File: src/round_robin_task_scheduler_macros.svh
// Assertion helpers used by the scheduler datapath.
`ifndef ROUND_ROBIN_TASK_SCHEDULER_MACROS_SVH
`define ROUND_ROBIN_TASK_SCHEDULER_MACROS_SVH

// Property checked on every clock edge outside reset.
`define RRTS_ASSERT(lbl, prop, msg) \
  lbl: assert property (@(posedge clk_i) disable iff (!rst_ni) (prop)) else $error(msg);

// Condition in one cycle implies consequence in the next.
`define RRTS_ASSERT_NEXT(lbl, ante, cons, msg) \
  lbl: assert property (@(posedge clk_i) disable iff (!rst_ni) (ante) |=> (cons)) \
    else $error(msg);

`endif

File: src/rrts_pkg.sv
package rrts_pkg;

  typedef enum logic [1:0] {
    KIND_TICK  = 2'd0,
    KIND_BLOCK = 2'd1,
    KIND_ABORT = 2'd2,
    KIND_LOAD  = 2'd3
  } kind_e;

  typedef enum logic {
    CFG_QUANTUM    = 1'b0,
    CFG_BLOCK_TIME = 1'b1
  } cfg_idx_e;

  localparam int unsigned ID_W      = 9;
  localparam int unsigned NEED_W    = 8;
  localparam int unsigned CFG_W     = 8;
  localparam int unsigned OT_W      = 16;
  localparam int unsigned S_TDATA_W = 24;
  localparam int unsigned M_TDATA_W = 112;

  localparam logic [CFG_W-1:0] QUANTUM_RST    = 8'd3;
  localparam logic [CFG_W-1:0] BLOCK_TIME_RST = 8'd8;

  typedef struct packed {
    logic capture;
    logic exec;
    logic admit;
    logic scan_init;
    logic scan_step;
    logic dispatch;
    logic out_load;
  } cmd_t;

  typedef struct packed {
    logic is_load;
    logic admit_ok;
    logic scan_left;
    logic out_free;
  } sts_t;

endpackage

File: src/rrts_datapath.sv
module rrts_datapath #(
  parameter int unsigned MEM_SLOTS     = 4,
  parameter int unsigned PENDING_DEPTH = 16,
  parameter int unsigned TIME_BITS     = 16
) (
  input  logic                             clk_i,
  input  logic                             rst_ni,
  input  rrts_pkg::cmd_t                   cmd_i,
  output rrts_pkg::sts_t                   sts_o,
  input  logic [1:0]                       s_tuser_i,
  input  logic [rrts_pkg::S_TDATA_W-1:0]   s_tdata_i,
  input  logic                             m_tready_i,
  output logic                             m_tvalid_o,
  output logic [rrts_pkg::M_TDATA_W-1:0]   m_tdata_o,
  input  logic                             cfg_we_i,
  input  logic                             cfg_idx_i,
  input  logic [rrts_pkg::CFG_W-1:0]       cfg_data_i
);
  import rrts_pkg::*;

  localparam int unsigned SLOT_W = (MEM_SLOTS > 1) ? $clog2(MEM_SLOTS) : 1;
  localparam int unsigned SCNT_W = $clog2(MEM_SLOTS + 1);
  localparam int unsigned PTR_W  = $clog2(PENDING_DEPTH);
  localparam int unsigned PCNT_W = $clog2(PENDING_DEPTH + 1);
  localparam int unsigned PE_W   = ID_W + NEED_W;

  // configuration
  logic [CFG_W-1:0] quantum_q, block_time_q;

  // captured item
  kind_e             kind_q;
  logic [ID_W-1:0]   new_id_q;
  logic [NEED_W-1:0] new_need_q;

  logic [TIME_BITS-1:0] clock_q, clock_d;

  // pending FIFO
  logic [PE_W-1:0]   pend_mem [PENDING_DEPTH];
  logic [PE_W-1:0]   pend_rd_q;
  logic [PTR_W-1:0]  pend_head_q, pend_head_d;
  logic [PCNT_W-1:0] pend_cnt_q, pend_cnt_d;
  logic [PTR_W:0]    tail_sum;
  logic [PTR_W-1:0]  pend_tail;
  logic              pend_full, pend_wr;

  // slot table
  logic                 busy_q    [MEM_SLOTS];
  logic                 busy_d    [MEM_SLOTS];
  logic                 started_q [MEM_SLOTS];
  logic                 started_d [MEM_SLOTS];
  logic [ID_W-1:0]      id_q      [MEM_SLOTS];
  logic [ID_W-1:0]      id_d      [MEM_SLOTS];
  logic [NEED_W-1:0]    need_q    [MEM_SLOTS];
  logic [NEED_W-1:0]    need_d    [MEM_SLOTS];
  logic [NEED_W-1:0]    elap_q    [MEM_SLOTS];
  logic [NEED_W-1:0]    elap_d    [MEM_SLOTS];
  logic [TIME_BITS-1:0] arr_q     [MEM_SLOTS];
  logic [TIME_BITS-1:0] arr_d     [MEM_SLOTS];
  logic [TIME_BITS-1:0] first_q   [MEM_SLOTS];
  logic [TIME_BITS-1:0] first_d   [MEM_SLOTS];
  logic [TIME_BITS-1:0] blkat_q   [MEM_SLOTS];
  logic [TIME_BITS-1:0] blkat_d   [MEM_SLOTS];

  // ready and blocked queues, head at entry zero
  logic [SLOT_W-1:0] rdy_q [MEM_SLOTS];
  logic [SLOT_W-1:0] rdy_d [MEM_SLOTS];
  logic [SLOT_W-1:0] blk_q [MEM_SLOTS];
  logic [SLOT_W-1:0] blk_d [MEM_SLOTS];
  logic [SCNT_W-1:0] rdy_cnt_q, rdy_cnt_d, blk_cnt_q, blk_cnt_d, scan_q, scan_d;
  logic [SCNT_W-1:0] rdy_base, blk_base;
  logic              r_push, r_pop, b_push, b_pop;
  logic [SLOT_W-1:0] r_val, b_val;

  logic              run_valid_q, run_valid_d;
  logic [SLOT_W-1:0] run_slot_q, run_slot_d;
  logic [CFG_W-1:0]  qused_q, qused_d;

  // result fields
  logic              done_valid_q, done_valid_d, done_err_q, done_err_d, rej_q, rej_d;
  logic [ID_W-1:0]   done_id_q, done_id_d;
  logic [OT_W-1:0]   done_arr_q, done_arr_d, done_wait_q, done_wait_d;
  logic [OT_W-1:0]   done_resp_q, done_resp_d, done_turn_q, done_turn_d;
  logic [NEED_W-1:0] done_svc_q, done_svc_d;

  logic                  m_valid_q, m_valid_d;
  logic [M_TDATA_W-1:0]  m_data_q, m_data_d;

  // single read port into the slot table
  logic [SLOT_W-1:0]    rd_slot, free_idx, s_sel;
  logic [ID_W-1:0]      cur_id;
  logic [NEED_W-1:0]    cur_need, cur_el, el, svc;
  logic [TIME_BITS-1:0] cur_arr, cur_first, cur_blkat, clk_nx, turn, bdiff;
  logic                 rv, retire_v, err, any_free;
  logic [CFG_W-1:0]     qu;

  assign rd_slot   = cmd_i.scan_step ? blk_q[0] : run_slot_q;
  assign cur_id    = id_q[rd_slot];
  assign cur_need  = need_q[rd_slot];
  assign cur_el    = elap_q[rd_slot];
  assign cur_arr   = arr_q[rd_slot];
  assign cur_first = first_q[rd_slot];
  assign cur_blkat = blkat_q[rd_slot];

  assign clk_nx    = clock_q + 1'b1;
  assign pend_full = (pend_cnt_q == PCNT_W'(PENDING_DEPTH));
  assign tail_sum  = (PTR_W+1)'(pend_head_q) + (PTR_W+1)'(pend_cnt_q);
  assign pend_tail = (tail_sum >= (PTR_W+1)'(PENDING_DEPTH))
                   ? PTR_W'(tail_sum - (PTR_W+1)'(PENDING_DEPTH)) : PTR_W'(tail_sum);
  assign pend_wr   = cmd_i.exec && (kind_q == KIND_LOAD) && !pend_full;
  assign bdiff     = clock_q - cur_blkat;

  always_comb begin
    any_free = 1'b0;
    free_idx = '0;
    for (int i = MEM_SLOTS - 1; i >= 0; i--) begin
      if (!busy_q[i]) begin
        any_free = 1'b1;
        free_idx = SLOT_W'(i);
      end
    end
  end

  always_comb begin
    clock_d     = clock_q;
    pend_head_d = pend_head_q;
    pend_cnt_d  = pend_cnt_q;
    busy_d      = busy_q;
    started_d   = started_q;
    id_d        = id_q;
    need_d      = need_q;
    elap_d      = elap_q;
    arr_d       = arr_q;
    first_d     = first_q;
    blkat_d     = blkat_q;
    scan_d      = scan_q;
    run_valid_d = run_valid_q;
    run_slot_d  = run_slot_q;
    qused_d     = qused_q;
    done_valid_d = done_valid_q;
    done_err_d   = done_err_q;
    done_id_d    = done_id_q;
    done_arr_d   = done_arr_q;
    done_wait_d  = done_wait_q;
    done_resp_d  = done_resp_q;
    done_turn_d  = done_turn_q;
    done_svc_d   = done_svc_q;
    rej_d        = rej_q;
    r_push = 1'b0; r_pop = 1'b0; r_val = '0;
    b_push = 1'b0; b_pop = 1'b0; b_val = '0;
    rv = run_valid_q; qu = qused_q; el = cur_el;
    retire_v = 1'b0; err = 1'b0; svc = '0; turn = '0; s_sel = '0;

    if (cmd_i.exec) begin
      done_valid_d = 1'b0; done_err_d = 1'b0; done_id_d = '0; done_arr_d = '0;
      done_wait_d = '0; done_resp_d = '0; done_turn_d = '0; done_svc_d = '0;
      rej_d = 1'b0;
      if (kind_q == KIND_LOAD) begin
        if (pend_full) rej_d = 1'b1;
        else pend_cnt_d = pend_cnt_q + 1'b1;
      end else begin
        clock_d = clk_nx;
        if (rv) begin
          el = (cur_el == '1) ? cur_el : cur_el + 1'b1;
          qu = (qused_q == '1) ? qused_q : qused_q + 1'b1;
          elap_d[run_slot_q] = el;
        end
        if (rv && kind_q == KIND_BLOCK) begin
          blkat_d[run_slot_q] = clk_nx;
          b_push = 1'b1;
          b_val  = run_slot_q;
          rv = 1'b0; qu = '0;
        end else if (rv && kind_q == KIND_ABORT) begin
          retire_v = 1'b1; err = 1'b1;
          rv = 1'b0; qu = '0;
        end
        if (rv && el >= cur_need) begin
          retire_v = 1'b1;
          rv = 1'b0; qu = '0;
        end else if (rv && qu >= quantum_q) begin
          r_push = 1'b1;
          r_val  = run_slot_q;
          rv = 1'b0; qu = '0;
        end
        if (retire_v) begin
          // completed tasks report their need, aborted ones what they ran
          svc  = err ? el : cur_need;
          turn = clk_nx - cur_arr;
          done_valid_d = 1'b1;
          done_err_d   = err;
          done_id_d    = cur_id;
          done_arr_d   = OT_W'(cur_arr);
          done_wait_d  = OT_W'(turn - TIME_BITS'(svc));
          done_resp_d  = OT_W'(cur_first - cur_arr);
          done_turn_d  = OT_W'(turn);
          done_svc_d   = svc;
          busy_d[run_slot_q]    = 1'b0;
          started_d[run_slot_q] = 1'b0;
        end
        run_valid_d = rv;
        qused_d     = qu;
      end
    end

    if (cmd_i.admit) begin
      busy_d[free_idx]    = 1'b1;
      started_d[free_idx] = 1'b0;
      id_d[free_idx]      = pend_rd_q[ID_W-1:0];
      need_d[free_idx]    = pend_rd_q[PE_W-1:ID_W];
      elap_d[free_idx]    = '0;
      arr_d[free_idx]     = clock_q;
      r_push = 1'b1;
      r_val  = free_idx;
      pend_head_d = (pend_head_q == PTR_W'(PENDING_DEPTH - 1)) ? '0 : pend_head_q + 1'b1;
      pend_cnt_d  = pend_cnt_q - 1'b1;
    end

    if (cmd_i.scan_init) scan_d = blk_cnt_q;

    // rotate the blocked list once: expired entries move to ready
    if (cmd_i.scan_step) begin
      b_pop = 1'b1;
      if (bdiff >= TIME_BITS'(block_time_q)) begin
        r_push = 1'b1;
        r_val  = blk_q[0];
      end else begin
        b_push = 1'b1;
        b_val  = blk_q[0];
      end
      scan_d = scan_q - 1'b1;
    end

    if (cmd_i.dispatch && !run_valid_q && rdy_cnt_q != '0) begin
      s_sel = rdy_q[0];
      r_pop = 1'b1;
      run_slot_d  = s_sel;
      run_valid_d = 1'b1;
      qused_d     = '0;
      if (!started_q[s_sel]) begin
        first_d[s_sel]   = clock_q;
        started_d[s_sel] = 1'b1;
      end
    end
  end

  // queue updates: at most one pop and one push per cycle
  always_comb begin
    rdy_d    = rdy_q;
    blk_d    = blk_q;
    rdy_base = rdy_cnt_q - SCNT_W'(r_pop);
    blk_base = blk_cnt_q - SCNT_W'(b_pop);
    if (r_pop) begin
      for (int i = 0; i < MEM_SLOTS - 1; i++) rdy_d[i] = rdy_q[i+1];
    end
    if (b_pop) begin
      for (int i = 0; i < MEM_SLOTS - 1; i++) blk_d[i] = blk_q[i+1];
    end
    for (int i = 0; i < MEM_SLOTS; i++) begin
      if (r_push && rdy_base == SCNT_W'(i)) rdy_d[i] = r_val;
      if (b_push && blk_base == SCNT_W'(i)) blk_d[i] = b_val;
    end
    rdy_cnt_d = rdy_base
              + SCNT_W'(r_push && rdy_base < SCNT_W'(MEM_SLOTS));
    blk_cnt_d = blk_base
              + SCNT_W'(b_push && blk_base < SCNT_W'(MEM_SLOTS));
  end

  always_comb begin
    m_valid_d = m_valid_q;
    m_data_d  = m_data_q;
    if (cmd_i.out_load) begin
      m_valid_d = 1'b1;
      m_data_d  = {2'b00, rej_q, done_svc_q, done_turn_q, done_resp_q, done_wait_q,
                   done_arr_q, done_err_q, done_id_q, done_valid_q,
                   run_valid_q ? cur_id : ID_W'(0), run_valid_q, OT_W'(clock_q)};
    end else if (m_tready_i) begin
      m_valid_d = 1'b0;
    end
  end

  always_ff @(posedge clk_i or negedge rst_ni) begin
    if (!rst_ni) begin
      quantum_q    <= QUANTUM_RST;
      block_time_q <= BLOCK_TIME_RST;
      clock_q      <= '1;
      pend_head_q  <= '0;
      pend_cnt_q   <= '0;
      busy_q       <= '{default: 1'b0};
      started_q    <= '{default: 1'b0};
      rdy_cnt_q    <= '0;
      blk_cnt_q    <= '0;
      scan_q       <= '0;
      run_valid_q  <= 1'b0;
      run_slot_q   <= '0;
      qused_q      <= '0;
      m_valid_q    <= 1'b0;
    end else begin
      if (cfg_we_i) begin
        unique case (cfg_idx_e'(cfg_idx_i))
          CFG_QUANTUM:    quantum_q    <= cfg_data_i;
          CFG_BLOCK_TIME: block_time_q <= cfg_data_i;
        endcase
      end
      clock_q     <= clock_d;
      pend_head_q <= pend_head_d;
      pend_cnt_q  <= pend_cnt_d;
      busy_q      <= busy_d;
      started_q   <= started_d;
      rdy_cnt_q   <= rdy_cnt_d;
      blk_cnt_q   <= blk_cnt_d;
      scan_q      <= scan_d;
      run_valid_q <= run_valid_d;
      run_slot_q  <= run_slot_d;
      qused_q     <= qused_d;
      m_valid_q   <= m_valid_d;
    end
  end

  always_ff @(posedge clk_i) begin
    if (cmd_i.capture) begin
      kind_q     <= kind_e'(s_tuser_i);
      new_id_q   <= s_tdata_i[ID_W-1:0];
      new_need_q <= s_tdata_i[PE_W-1:ID_W];
    end
    if (pend_wr) pend_mem[pend_tail] <= {new_need_q, new_id_q};
    pend_rd_q <= pend_mem[pend_head_q];
    id_q    <= id_d;
    need_q  <= need_d;
    elap_q  <= elap_d;
    arr_q   <= arr_d;
    first_q <= first_d;
    blkat_q <= blkat_d;
    rdy_q   <= rdy_d;
    blk_q   <= blk_d;
    done_valid_q <= done_valid_d;
    done_err_q   <= done_err_d;
    done_id_q    <= done_id_d;
    done_arr_q   <= done_arr_d;
    done_wait_q  <= done_wait_d;
    done_resp_q  <= done_resp_d;
    done_turn_q  <= done_turn_d;
    done_svc_q   <= done_svc_d;
    rej_q        <= rej_d;
    m_data_q     <= m_data_d;
  end

  assign sts_o.is_load   = (kind_q == KIND_LOAD);
  assign sts_o.admit_ok  = (pend_cnt_q != '0) && any_free;
  assign sts_o.scan_left = (scan_q != '0);
  assign sts_o.out_free  = !m_valid_q || m_tready_i;

  assign m_tvalid_o = m_valid_q;
  assign m_tdata_o  = m_data_q;

  `include "round_robin_task_scheduler_macros.svh"

  `RRTS_ASSERT(a_run_slot_busy, !run_valid_q || busy_q[run_slot_q],
               "running slot not resident")
  `RRTS_ASSERT(a_queue_bound,
               (32'(rdy_cnt_q) + 32'(blk_cnt_q) + 32'(run_valid_q)) <= MEM_SLOTS,
               "more queued tasks than slots")
  `RRTS_ASSERT(a_pend_bound, 32'(pend_cnt_q) <= PENDING_DEPTH, "pending count beyond depth")
  `RRTS_ASSERT_NEXT(a_dispatch, cmd_i.dispatch && !run_valid_q && rdy_cnt_q != '0,
                    run_valid_q, "dispatch did not start a task")

endmodule

File: src/rrts_ctrl.sv
module rrts_ctrl (
  input  logic           clk_i,
  input  logic           rst_ni,
  input  logic           s_tvalid_i,
  output logic           s_tready_o,
  input  rrts_pkg::sts_t sts_i,
  output rrts_pkg::cmd_t cmd_o
);
  import rrts_pkg::*;

  typedef enum logic [6:0] {
    ST_IDLE   = 7'b0000001,
    ST_EXEC   = 7'b0000010,
    ST_ADM_RD = 7'b0000100,
    ST_ADM_WR = 7'b0001000,
    ST_SCAN   = 7'b0010000,
    ST_DISP   = 7'b0100000,
    ST_FIN    = 7'b1000000
  } state_e;

  state_e state_q, state_d;

  assign s_tready_o = (state_q == ST_IDLE);

  always_comb begin
    cmd_o   = '0;
    state_d = state_q;
    unique case (state_q)
      ST_IDLE: begin
        if (s_tvalid_i) begin
          cmd_o.capture = 1'b1;
          state_d = ST_EXEC;
        end
      end
      ST_EXEC: begin
        cmd_o.exec = 1'b1;
        state_d = sts_i.is_load ? ST_FIN : ST_ADM_RD;
      end
      // pending head is read here, written to its slot in the next state
      ST_ADM_RD: begin
        if (sts_i.admit_ok) begin
          state_d = ST_ADM_WR;
        end else begin
          cmd_o.scan_init = 1'b1;
          state_d = ST_SCAN;
        end
      end
      ST_ADM_WR: begin
        cmd_o.admit = 1'b1;
        state_d = ST_ADM_RD;
      end
      ST_SCAN: begin
        if (sts_i.scan_left) cmd_o.scan_step = 1'b1;
        else state_d = ST_DISP;
      end
      ST_DISP: begin
        cmd_o.dispatch = 1'b1;
        state_d = ST_FIN;
      end
      ST_FIN: begin
        if (sts_i.out_free) begin
          cmd_o.out_load = 1'b1;
          state_d = ST_IDLE;
        end
      end
      default: state_d = ST_IDLE;
    endcase
  end

  always_ff @(posedge clk_i or negedge rst_ni) begin
    if (!rst_ni) begin
      state_q <= ST_IDLE;
    end else begin
      state_q <= state_d;
    end
  end

endmodule

File: src/round_robin_task_scheduler.sv
// Channel   Dir  Signals                        Contents
// s         in   s_tvalid_i/s_tready_o          tuser: kind; tdata: new_id, new_max_time
// m         out  m_tvalid_o/m_tready_i          tdata: one status/retire record per item
// cfg       in   cfg_we_i/cfg_idx_i/cfg_data_i  0 quantum, 1 block_time
//
// A load runs capture, exec and output states; a tick adds a read and a write state
// per task admitted from pending (RAM read registered) and a step per blocked entry.
// One item is in flight at a time; the output register frees the next accept.
// No clearing pass after reset: all state needed is reset directly.
// A stalled m channel holds the record and delays the end of the next item only.
module round_robin_task_scheduler #(
  parameter int unsigned MEM_SLOTS     = 4,
  parameter int unsigned PENDING_DEPTH = 16,
  parameter int unsigned TIME_BITS     = 16
) (
  input  logic                           clk_i,
  input  logic                           rst_ni,
  input  logic                           s_tvalid_i,
  output logic                           s_tready_o,
  input  logic [1:0]                     s_tuser_i,  // [1:0] kind
  input  logic [rrts_pkg::S_TDATA_W-1:0] s_tdata_i,  // [8:0] new_id, [16:9] new_max_time
  output logic                           m_tvalid_o,
  input  logic                           m_tready_i,
  // [15:0] time_now, [16] running_valid, [25:17] running_id, [26] done_valid,
  // [35:27] done_id, [36] done_error, [52:37] done_arrival, [68:53] done_waiting,
  // [84:69] done_response, [100:85] done_turnaround, [108:101] done_service,
  // [109] load_rejected
  output logic [rrts_pkg::M_TDATA_W-1:0] m_tdata_o,
  input  logic                           cfg_we_i,
  input  logic                           cfg_idx_i,
  input  logic [rrts_pkg::CFG_W-1:0]     cfg_data_i
);
  import rrts_pkg::*;

  cmd_t cmd;
  sts_t sts;

  rrts_ctrl u_ctrl (
    .clk_i      (clk_i),
    .rst_ni     (rst_ni),
    .s_tvalid_i (s_tvalid_i),
    .s_tready_o (s_tready_o),
    .sts_i      (sts),
    .cmd_o      (cmd)
  );

  rrts_datapath #(
    .MEM_SLOTS     (MEM_SLOTS),
    .PENDING_DEPTH (PENDING_DEPTH),
    .TIME_BITS     (TIME_BITS)
  ) u_dp (
    .clk_i      (clk_i),
    .rst_ni     (rst_ni),
    .cmd_i      (cmd),
    .sts_o      (sts),
    .s_tuser_i  (s_tuser_i),
    .s_tdata_i  (s_tdata_i),
    .m_tready_i (m_tready_i),
    .m_tvalid_o (m_tvalid_o),
    .m_tdata_o  (m_tdata_o),
    .cfg_we_i   (cfg_we_i),
    .cfg_idx_i  (cfg_idx_i),
    .cfg_data_i (cfg_data_i)
  );

endmodule
File: config.mk
export PLATFORM = sky130hd
export DESIGN_NAME = round_robin_task_scheduler
export DESIGN_NICKNAME = d
export VERILOG_FILES = /design/src/rrts_pkg.sv /design/src/rrts_datapath.sv /design/src/rrts_ctrl.sv /design/src/round_robin_task_scheduler.sv
export VERILOG_INCLUDE_DIRS = /design/src /design/src/src
export SDC_FILE = /design/constraint.sdc
export NUM_CORES = 1
export LEC_CHECK = 0
export ABC_AREA = 1
export BUFFER_PORTS_ARGS = -buffer_cell sky130_fd_sc_hd__buf_2
export CAP_MARGIN = 15
export CORE_ASPECT_RATIO = 1.1
export CORE_UTILIZATION = 35
export DETAILED_ROUTE_END_ITERATION = 16
export GPL_TIMING_DRIVEN = 0
export HOLD_SLACK_MARGIN = 0.03
export PLACE_DENSITY = 0.5
export SETUP_SLACK_MARGIN = 0.05
export SYNTH_ARGS = -nofsm -noshare
export SYNTH_HDL_FRONTEND = slang
export SYNTH_SLANG_ARGS = --single-unit
export TNS_END_PERCENT = 20
File: constraint.sdc
create_clock -name clk_i -period 6.66 [get_ports clk_i]
set_input_delay 0.999 -clock clk_i [delete_from_list [all_inputs] [get_ports clk_i]]
set_output_delay 0.999 -clock clk_i [all_outputs]
set_load 0.05 [all_outputs]
# == Yosys cells after proc, flatten, opt, wreduce, memory -nomap -nowiden ==
# Memory sizes are Yosys's and may differ from the RTL's. A register that Yosys moved wholly into a read port is not among the register bits.
# Cells that the tools add are included.
# op_classes
add_sub_neg,17
n_mul,0
n_div,0
n_lt_le_gt_ge,13
eq_ne,25
n_shift,0
mux,165
n_bitwise,17
reduce_logical,51
# op_table
cell,count
bitwise mux 64 bit,3
two-way mux 8 bit,22
two-way mux 16 bit,9
two-way mux 32 bit,4
binary-select mux 16 bit (select 2 bit),3
demux 16 bit (select 2 bit),3
bitwise mux 32 bit,2
two-way mux 1 bit,56
one-hot mux 7 bit (7 select lines),1
two-way mux 4 bit,12
subtractor 16 bit,3
two-way mux 2 bit,23
bitwise mux 36 bit,1
AND 32 bit,1
binary-select mux 8 bit (select 2 bit),2
demux 8 bit (select 2 bit),2
inverter 32 bit,1
two-way mux 7 bit,4
two-way mux 9 bit,3
two-way mux 5 bit,5
logical AND 1 bit,22
nonzero test 2 bit,11
binary-select mux 9 bit (select 2 bit),1
demux 9 bit (select 2 bit),1
50 further kinds,93
# word_totals
register_bits,598
latch_bits,0
ram_bits,272
romBits,0
input_bits,40
out_inout_bits,114
memories,1
# mem_list
memory,words,word_bits,rd,rd_ports_with_merged_regs,wr,line_no,text
u_dp.pend_mem,16,17,1,1,1,rrts_datapath.sv:38,logic [PE_W-1:0] pend_mem [PENDING_DEPTH];

# == Longest topological paths before layout ==
# depth
ltp_word,26
mapped_depth,39

# == By module ==
# A second synthesis with hierarchy kept.
# unflattened
cells_unflattened,3271
area_unflattened_um2,37815.0
# modules_own_cells
module,n_inst,cells_each,area_each_um2,seq_area_each_um2
rrts_datapath,1,3209,37367.1,25608.3
rrts_ctrl,1,62,447.9,176.4

# == Worst setup path before layout ==
# OpenSTA, ideal clock, no wires.
# synth_path
path_type,input to register
startpoint,input m_tready_i
endpoint,register u_dp.m_data_q[0] (netlist: u_dp.m_tdata_o[0]) (enable)
setup_ns,0.580
arrival_ns,5.607
t_required_ns,6.080
setup_slack_ns,0.472
path_stages,2
path_buffers,0
cell_sequence,nor2_1 -> nor2_1
# synth_lines
item,line_no,text
from (decl),round_robin_task_scheduler.sv:23,"input logic m_tready_i,"
to (signal assigned),rrts_datapath.sv:343,m_data_q <= m_data_d;
to (decl),rrts_datapath.sv:86,"logic [M_TDATA_W-1:0] m_data_q, m_data_d;"

# == Final worst setup path ==
# layout_path
startpoint,register u_dp.scan_q[0]
endpoint,register u_dp.rdy_cnt_q[2]
# layout_between
elab_chain_cells,23
elab_cells_between_ends,32
classes_between,3 x add/sub; 2 x order compare; 1 x eq/ne; 22 x mux; 1 x bitwise; 3 x reduce/logical
# layout_lines
item,line_no,text
from (decl),rrts_datapath.sv:69,"logic [SCNT_W-1:0] rdy_cnt_q, rdy_cnt_d, blk_cnt_q, blk_cnt_d, scan_q, scan_d;"
from (signal assigned),rrts_datapath.sv:310,scan_q <= scan_d;
nonzero test 3 bit (*),rrts_datapath.sv:348,assign sts_o.scan_left = (scan_q != '0);
two-way mux 1 bit (*),rrts_ctrl.sv:53,if (sts_i.scan_left) cmd_o.scan_step = 1'b1;
two-way mux 1 bit (*),rrts_ctrl.sv:28,unique case (state_q)
two-way mux 2 bit,rrts_datapath.sv:96,assign rd_slot = cmd_i.scan_step ? blk_q[0] : run_slot_q;
inverter 2 -> 3 bit (implied by the code),"rrts_datapath.sv:98, rrts_datapath.sv:99, rrts_datapath.sv:102",
binary-select mux 8 bit (select 2 bit),rrts_datapath.sv:99,assign cur_el = elap_q[rd_slot];
two-way mux 8 bit (implied by the code) (2 in series),rrts_datapath.sv:99,
adder 8 x 1 -> 8 bit or == test 8 bit (tied branches),rrts_datapath.sv:163,el = (cur_el == '1) ? cur_el : cur_el + 1'b1;
(+7 left out),n/a,
two-way mux 1 bit,rrts_datapath.sv:157,if (kind_q == KIND_LOAD) begin
two-way mux 1 bit,rrts_datapath.sv:153,if (cmd_i.exec) begin
two-way mux 1 bit,rrts_datapath.sv:204,if (cmd_i.admit) begin
two-way mux 1 bit,rrts_datapath.sv:222,if (bdiff >= TIME_BITS'(block_time_q)) begin
two-way mux 1 bit (*),rrts_datapath.sv:220,if (cmd_i.scan_step) begin
logical AND 1 bit (*),rrts_datapath.sv:262,+ SCNT_W'(r_push && rdy_base < SCNT_W'(MEM_SLOTS));
adder 3 x 1 -> 3 bit (*),rrts_datapath.sv:262,
named net u_dp.rdy_cnt_d[2],rrts_datapath.sv:69,
to (signal assigned),rrts_datapath.sv:308,rdy_cnt_q <= rdy_cnt_d;
to (decl),rrts_datapath.sv:69,
# The timed path passes the listed nets; every way through them passes the cells marked *. The select of a mux whose other input is x is not followed.
# A chain may end at the register's enable or synchronous reset.

==> run metrics <==
minimum clock period=6.13 ns; Max IR drop VDD=0.000287 V; DP Wirelength=75700 um; mapped cell area=0.0375 sq mm; Final period util=92.1%; crit path max fanout=10; std cell rows=125; commonest cells after routing, fill and taps aside=761 x edfxtp_1, 439 x nand2_1, 348 x nor2_1; Core Area=0.106 sq mm; CP delay by family, top=adder cells; initial antenna violation count=4; Port Buffers=144; Routed WL per cell=21.7 um; DRC=0; commonest non-fill, non-tap cell in the layout=edfxtp_1; WHS=0.249 ns; die width=314 um; clock sinks=887; critical path class=flip-flop to flip-flop; nets=3583; root buffer cell=clkbuf_16; Seq/Total Area, Yosys=68.7%; routed vias=24838; Critical Path Most Common Cell=nand2_1; worst skew pair latency=0.69 ns; I/O pin total=154; clk buf depth=3; crit path DAT=6.66 ns; Synth Area per Inst=11.9 sq um; CTS tree=yes; crit path max-delay cell type=fa_1; CTS Hold Bufs=0; largest net degree at the start of global routing=71; DP Area=0.0408 sq mm; final instance area=0.0441 sq mm; Detailed Route Iter0 Violations=1972; achievable clock frequency=0.163 GHz; Die Y=345 um; Placer Congestion=0.853; critical path's largest stage delay=0.48 ns; count of different cell masters after synthesis=62; DIE AREA=0.108 sq mm; H-tree levels=3; length of the first detailed-routing pass in iterations=6; max_slew headroom=28.9%; Final Skew=0.0414 ns; worst-margin pin slew=1.07 ns; Synth async-reset ratio=8.68%; ys flop type=edfxtp_1; Static Leakage=0.0168 uW; number of synthesized register bits=887; area grow syn2layout=17.5%; crit start category=flip-flop; vias in the first global route=24331; Fin. Hold Viols=0; total gr overflow=0; CP Capture Type=flip-flop; run status=finished, final reports clean; share of post-route cells with drive strength above 1=13.5%; Initial Util=35.4%; # setup viols final=0; gr usage total=19.6%; clk slew on worst S/H paths=0.06 ns; critical path buffer and inverter count=11; total power per unit cell area=347 mW/mm^2; max-slew violations=0; Post-synth EDFFs=761; Worst Path Required=7.19 ns; WL final=107000 um; maxcap violations=0; number of CTS-inserted buffers=93; Post-DRT Antenna Nets=0; vias per cell=5.05; first-pass GRT wire length=158000 um; Hold Crit Class=input port to asynchronous set/reset pin; RSZ-0062 raised after global routing=true; Post-Syn Instances=3159; yosys warns=0
-- registers in the layout, summed over array words and instances, names as in the netlist, 16 cells and up --
signal            cells
u_dp.done_turn_q     16
u_dp.elap_q          32
u_dp.pend_mem       272
u_dp.m_tdata_o      110
u_dp.blkat_q         64
u_dp.need_q          32
u_dp.pend_rd_q       17
u_dp.id_q            36
u_dp.first_q         64
u_dp.done_arr_q      16
u_dp.done_resp_q     16
u_dp.clock_q         16
u_dp.arr_q           64
u_dp.done_wait_q     16
-- per-layer routing --
layer | track usage [%] | up-vias | routed length, um | share of wire [%]
met4 | 7.30 | 0 | 3950 | 3.7
li1 | - | 11786 | - | -
met2 | 34.1 | 748 | 53000 | 50
met1 | 24.8 | 12104 | 44800 | 42
met5 | 0 | - | 0 | 0
met3 | 2.57 | 200 | 5220 | 4.9
-- cells in the mapped netlist (8+ instances only) --
| cell type | n | area share (%) |
|---|---|---|
| edfxtp_1 | 761 | 61 |
| nand2_1 | 440 | 4.4 |
| nor2_1 | 374 | 3.7 |
| o21ai_0 | 322 | 4.3 |
| inv_1 | 267 | 2.7 |
| a21oi_1 | 138 | 1.8 |
| nand3_1 | 117 | 1.6 |
| ha_1 | 97 | 3.2 |
| clkbuf_1 | 88 | 0.88 |
| dfrtp_1 | 57 | 3.8 |
| dfxtp_1 | 49 | 2.6 |
| xor2_1 | 47 | 1.1 |
| o22a_1 | 44 | 1.0 |
| o22ai_1 | 44 | 0.73 |
| nand4_1 | 32 | 0.53 |
| nor3_1 | 31 | 0.41 |
| o21bai_1 | 23 | 0.46 |
| a221oi_1 | 20 | 0.47 |
| dfstp_2 | 20 | 1.4 |
| buf_2 | 16 | 0.21 |
| o211ai_1 | 15 | 0.30 |
| o221ai_1 | 14 | 0.33 |
| or2_2 | 12 | 0.20 |
| nor4_1 | 10 | 0.17 |
| o21ai_1 | 10 | 0.13 |
| xnor2_1 | 10 | 0.23 |
| nand2_2 | 8 | 0.13 |
-- logic make-up after synthesis --
group / synth area share, %
AND/OR/NAND/NOR: 11.6
multiplexers: 0.0567
other: 0.0100
XOR/XNOR: 1.33
flip-flops: 68.7
AO/OA/AOI/OAI: 10.5
buffers and inverters: 4.16
adder cells (fa/ha/maj): 3.56
-- power by group --
part,switching [uW],internal (uW),total (uW),leakage (uW)
logic,2010,778,2790,0.00682
clock network,2250,3010,5270,0.00151
registers,472,6790,7260,0.00845
-- layout make-up --
cell class	count	area, sq um
fill	10075	61800
sequential	887	25800
multi-input combinational	1876	10300
clock buffer	118	2480
tap	1397	1750
timing repair buffer	187	1520
inverter	275	1030
clock inverter	55	614
buffer	120	581
antenna	2	5.00
-- stage by stage --
step | std cells | setup TNS [ns] | worst slack, ns | utilization (%) | total power [uW]
2_1_floorplan | 3160 | 0 | 0.472 | - | 8890
3_3_place_gp | 4701 | -308.51 | -2.73 | 37.8 | 10100
3_5_place_dp | 4740 | -15.63 | -0.822 | 38.6 | 10200
4_1_cts | 4913 | 0 | 0.0593 | 41.5 | 15400
5_1_grt | 4915 | 0 | 0.0272 | 41.6 | 16000
6_report | 4917 | 0 | 0.529 | 41.6 | 15300
-- path summary, 6_finish.rpt --
check	from	slack (ns)	endpoint	cells after the start
max in group asynchronous	rst_ni	5.74	u_ctrl.state_q[0]	2
hold / removal	rst_ni	0.25	u_dp.qused_q[1]	1
min in group clk_i	u_dp.done_turn_q[11]	0.40	u_dp.m_tdata_o[96]	0
setup reg to reg	u_dp.scan_q[0]	0.53	u_dp.rdy_cnt_q[2]	37
hold reg to reg	u_dp.done_turn_q[11]	0.40	u_dp.m_tdata_o[96]	0
setup / recovery	u_dp.scan_q[0]	0.53	u_dp.rdy_cnt_q[2]	37
-- repair_timing --
| action | 4_1_cts | 5_1_grt |
|---|---|---|
| gates cloned | 0 | 0 |
| pin swaps | 0 | 3 |
| resized for setup | 8 | 47 |
| buffers inserted | 0 | 4 |
| endpoints found under the setup margin | 42 | 25 |
| hold endpoints to repair | 0 | 0 |
-- worst register-to-register path: cells and delay by family, from the launching register on --
family / cells / cell delay (ns)
compound gates: 3 / 0.45
xor+xnor: 2 / 0.34
fa+ha+maj: 7 / 1.72
buf+inv: 11 / 1.69
flops: 1 / 0.34
simple gates: 14 / 1.45
Note: power is estimated with default switching activity, not from simulation.
